$ cat config.mk
export PLATFORM = sky130hd
export DESIGN_NAME = swm_cell
export DESIGN_NICKNAME = d
export VERILOG_FILES = /design/src/hw/rtl/swm_pkg.sv /design/src/hw/rtl/swm_cell.sv
export SDC_FILE = /design/constraint.sdc
export NUM_CORES = 1
export LEC_CHECK = 0
export BUFFER_PORTS_ARGS = -buffer_cell sky130_fd_sc_hd__buf_4
export CAP_MARGIN = 20
export CORE_ASPECT_RATIO = 1.2
export CORE_MARGIN = 2
export CORE_UTILIZATION = 30
export DETAILED_ROUTE_END_ITERATION = 8
export GPL_ROUTABILITY_DRIVEN = 0
export GPL_TIMING_DRIVEN = 1
export PLACE_DENSITY = 0.53
export SYNTH_ARGS = -nofsm -noshare
export SYNTH_HDL_FRONTEND = slang
export SYNTH_SLANG_ARGS = --single-unit
export TNS_END_PERCENT = 1
$ cat constraint.sdc
create_clock -name i_clk -period 7.35 [get_ports i_clk]
set_clock_uncertainty 0.1 [all_clocks]
set_input_delay 0.3675 -clock i_clk [delete_from_list [all_inputs] [get_ports i_clk]]
set_output_delay 0.3675 -clock i_clk [all_outputs]
set_load 0.01 [all_outputs]
$ cat src/hw/rtl/swm_pkg.sv
// Package with constants and types of the sliding window maximum block.
package swm_pkg;

    localparam int MAX_WINDOW = 64;
    localparam int SAMPLE_W   = 32;
    localparam int WIN_W      = 7;
    localparam int STAMP_W    = $clog2(2 * MAX_WINDOW);
    localparam int SEEN_W     = $clog2(MAX_WINDOW + 1);

    typedef struct packed {
        logic signed [SAMPLE_W-1:0] value;
        logic [STAMP_W-1:0]         stamp;
        logic                       valid;
        logic                       expired;
        logic                       keep;
        logic                       kept;
    } t_link;

    typedef struct packed {
        logic signed [SAMPLE_W-1:0] key;
        logic [STAMP_W-1:0]         pos;
        logic [STAMP_W-1:0]         stamp_new;
        logic [STAMP_W-1:0]         win;
        logic                       sos;
        logic                       step;
        logic                       purge;
        logic                       shift;
    } t_ctrl;

endpackage

$ cat src/hw/rtl/swm_cell.sv
// One candidate cell of the sorted candidate chain.
module swm_cell
    import swm_pkg::*;
(
    input  logic  i_clk,
    input  logic  i_rst_n,
    input  t_ctrl i_ctrl,
    input  t_link i_right,
    input  logic  i_left_kept,
    output t_link o_link
);

    logic signed [SAMPLE_W-1:0] r_value, n_value;
    logic [STAMP_W-1:0]         r_stamp, n_stamp;
    logic                       r_valid, n_valid;
    logic [STAMP_W-1:0]         age;
    logic                       expired;
    logic                       keep;
    logic                       kept;
    logic                       insert;

    always_comb begin
        age     = i_ctrl.pos - r_stamp;
        expired = r_valid && (age >= i_ctrl.win);
        keep    = r_valid && !i_ctrl.sos && !expired && (r_value > i_ctrl.key);
        kept    = i_ctrl.shift ? i_right.keep : keep;
        insert  = !kept && i_left_kept;
    end

    always_comb begin
        n_value = r_value;
        n_stamp = r_stamp;
        n_valid = r_valid;
        if (i_ctrl.purge) begin
            n_value = i_right.value;
            n_stamp = i_right.stamp;
            n_valid = i_right.valid;
        end else if (i_ctrl.step) begin
            n_valid = kept || insert;
            if (insert) begin
                n_value = i_ctrl.key;
                n_stamp = i_ctrl.stamp_new;
            end else if (i_ctrl.shift) begin
                n_value = i_right.value;
                n_stamp = i_right.stamp;
            end
        end
    end

    always_ff @(posedge i_clk) begin
        r_value <= n_value;
        r_stamp <= n_stamp;
        if (!i_rst_n) begin
            r_valid <= 1'b0;
        end else begin
            r_valid <= n_valid;
        end
    end

    assign o_link = '{value:   r_value,
                      stamp:   r_stamp,
                      valid:   r_valid,
                      expired: expired,
                      keep:    keep,
                      kept:    kept};

endmodule

==> impl_metrics.py <==
metrics = {
    "sta": {
        "slew_headroom_pct": 62.6,
        "final-setup-viol-count": 0,
        "layout_setup_ws_ps": 3020,
        "rsz0062_at_grt": "false",
        "drv_slew": 0,
        "final.setup.tns_ps": 0,
        "worst_slew_pin_slew_ps": 556,
        "fin_crit_sh_pct": 58.9,
        "period_minus_slack_ps": 4330,
        "hold_viol": 0,
        "fmax_ghz": 0.231,
    },
    "logic_synthesis": {
        "syn-mean-instance-area_um2": 11.3,
        "synth_edf_count": 39,
        "netlist_instances": 275,
        "async_reset_ff_share_pct": 0,
        "synth_nets": 424,
        "synth_cell_types": 41,
        "yosysTopAreaCell": "edfxtp_1",
        "synthFlopType": "edfxtp_1",
        "synth-seq-cells": 40,
        "yosysTopAreaCellShare_pct": 37.7,
        "synth_area_leaders": "edfxtp_1 38%, ha_1 18%, mux2_2 11%",
        "seq_area_frac_synth_pct": 38.4,
        "synth_area_mm2": 0.00311,
        "synth_warnings": 0,
    },
    "worst_setup_path": {
        "worstRegToRegCells": 17,
        "r2r-start": "r_stamp[1]$_DFFE_PP_",
        "endpoint_kind": "flop",
        "cp_num_buf_inv": 2,
        "slowest_stage": "buf_4",
        "rrSetupSlack_ps": 3020,
        "path_cells": "inv_1 > ha_1 > nor2b_1 > o21ai_0 > nand2b_1 > a21o_1 > a21oi_1 > xnor2_1 > ha_1 > o21ai_0 > nand2b_1 > a21oi_1 > o21ai_0 > nor4b_4 > nor3_4 > buf_4 > mux2_2",
        "cp_num_cells": 17,
        "arrival_ps": 4260,
        "rr_endpoint": "r_value[19]$_DFFE_PP_",
        "critPathMaxStageDelay_ps": 530,
        "criticalPathCategory": "flop to flop",
        "endpoint": "r_value[19]$_DFFE_PP_",
        "crit_top_cell": "o21ai_0",
        "cp_max_fo": 30,
        "cp_top_family": "compound AO/OA/AOI/OAI gates",
        "worst_setup_path_start_kind": "flop",
        "crit_start": "r_stamp[1]$_DFFE_PP_",
        "cp.required_ps": 7280,
    },
    "die": {
        "initial_core_util_pct": 30.9,
        "fp.dieH_um": 115,
        "ioPinCount": 146,
        "die-area_mm2": 0.0112,
        "row_count": 40,
        "die_w_um": 96.9,
        "core-area_mm2": 0.0101,
    },
    "global_routing": {
        "grt_use_total_pct": 13.9,
        "antenna_found_initial": 0,
        "grt_pass1_vias": 2642,
        "grt_pass1_wl_mm": 12.5,
        "grt_start_max_net_pins": 31,
        "grt-ovfl-total": 0,
    },
    "drt": {
        "viasPerCell": 4.59,
        "wl_per_cell_um": 14.5,
        "ant_nets": 0,
        "drt_iter0_drc": 43,
        "num_vias": 2501,
        "wl_mm": 7.91,
        "dr.pass1.iters": 4,
        "drc": 0,
    },
    "clocking": {
        "clkLatencyLatePin_ps": 280,
        "cts-root-buf": "clkbuf_16",
        "ctsResizeCount": 0,
        "cts_tree": "built",
        "htreeDepth": 2,
        "post_cts_buffers": 0,
        "cts_inserted_buffers": 5,
        "cts_sinks": 40,
        "clockBufferDepth": 2,
        "clkTransAtPathRegs_ps": 60,
        "ctsHoldBuffers": 0,
    },
    "power_and_ir_drop": {
        "seq_power_share_pct": 39.3,
        "switchingPower_w": 0.000208,
        "p_clk_share_pct": 28.7,
        "powerDensity_mw_per_mm2": 168,
        "pwr-share-comb_pct": 32.0,
        "internal-power_w": 0.000533,
        "peakVddDrop_v": 0.0000958,
        "swShare_pct": 28.1,
        "leakage_nw": 2.18,
    },
    "placement": {
        "dp_hpwl_mm": 6.44,
        "dp_slack_ps": 2880,
        "numPortBuffers": 143,
    },
    "layout": {
        "area_growth_pct": 42.3,
        "fillers": 993,
        "final_cell_mix": "145 x buf_4, 50 x inv_1, 45 x ha_1",
        "antennaDiodeCount": 0,
        "drive_gt1_share_pct": 46.5,
        "seqCellArea_mm2": 0.00119,
        "multiInputGateArea_mm2": 0.00166,
        "nNetsFinal": 568,
        "layout_commonest_cell": "buf_4",
    },
    "job": {
        "drv_cap": 0,
    },
    "run_status": {
        "status": "completed",
    },
    "hold_path": {
        "hp-class": "input pin to flop",
    },
}
Yosys cell counts (2+ instances only):
master	count
nor4_1	2
mux2_2	29
a211o_1	2
buf_4	6
nor2_1	4
a21oi_1	19
or2_2	2
xnor2_1	5
nand2b_1	4
inv_1	50
ha_1	45
nand4_1	6
nor2b_1	4
mux2_4	10
edfxtp_1	39
a21o_1	5
o21ai_0	11
nand3_1	3
nand2_1	7
state kept, by name, indices dropped and copies added (netlist names):
name     flops
r_stamp      7
r_value     32
r_valid      1
metal layers:
layer / up-vias / routed length [µm] / GRT usage [%]
met5: - / 0 / 0
met4: 0 / 72 / 3.94
met3: 4 / 422 / 3.20
met2: 69 / 4310 / 26.8
met1: 1159 / 3110 / 15.5
li1: 1269 / - / -
worst register-to-register path: cells and delay by family (launching register included):
| kind | cells | cell delay (ps) |
|---|---|---|
| compound gates | 6 | 1040 |
| simple gates | 5 | 880 |
| buf+inv | 2 | 630 |
| fa+ha+maj | 2 | 500 |
| flops | 1 | 440 |
| mux | 1 | 410 |
| xor+xnor | 1 | 90 |
cell type report:
| type | count | share of cell area [%] |
|---|---|---|
| Clock buffer | 6 | 2.92 |
| Clock inverter | 1 | 0.113 |
| Inverter | 50 | 4.25 |
| Multi-Input combinational cell | 177 | 37.6 |
| Sequential cell | 40 | 26.9 |
| Tap cell | 126 | 3.57 |
| Timing Repair Buffer | 145 | 24.6 |
worst min path at each step:
stage                 start              endpoint  slack, ps  depth (start not counted)
floorplan           i_rst_n  r_valid$_SDFFE_PN0P_        400                          1
global placement    i_rst_n  r_valid$_SDFFE_PN0P_        490                          2
detailed placement  i_rst_n  r_valid$_SDFFE_PN0P_        500                          2
CTS                 i_rst_n  r_valid$_SDFFE_PN0P_        200                          2
global route        i_rst_n  r_valid$_SDFFE_PN0P_        200                          2
finish              i_rst_n  r_valid$_SDFFE_PN0P_        210                          2
per-stage QoR:
step / utilization (%) / total power, W / hold slack (ps) / instance area (µm²) / std cells
after global routing: 43.9 / 0.000793 / 205 / 4420 / 545
after global placement: 42.6 / 0.000532 / 493 / 4290 / 538
after floorplan: - / 0.000429 / 401 / 3110 / 275
final: 43.9 / 0.000741 / 207 / 4420 / 545
after CTS: 43.9 / 0.000756 / 197 / 4420 / 545
after detailed placement: 42.6 / 0.000535 / 498 / 4290 / 538
power groups by stage:
stage / Sequential [W] / Clock (W) / Combinational (W)
2_1_floorplan: 0.000305 / 0 / 0.000124
3_3_place_gp: 0.000295 / 0 / 0.000237
3_5_place_dp: 0.000296 / 0 / 0.000239
4_1_cts: 0.000291 / 0.000224 / 0.000241
5_1_grt: 0.000293 / 0.000233 / 0.000267
6_report: 0.000291 / 0.000213 / 0.000237
kinds of logic (layout without fill, tap and decap cells):
| logic type | count (synthesis) | count (layout) | share of synthesized area, % |
|---|---|---|---|
| flops | 40 | 40 | 38.4 |
| buf+inv | 58 | 202 | 8.50 |
| mux | 39 | 39 | 15.4 |
| xor+xnor | 6 | 6 | 1.69 |
| fa+ha+maj | 46 | 46 | 18.8 |
| simple gates | 37 | 37 | 7.37 |
| compound gates | 49 | 49 | 9.95 |
(Power assumes the default switching activity.)
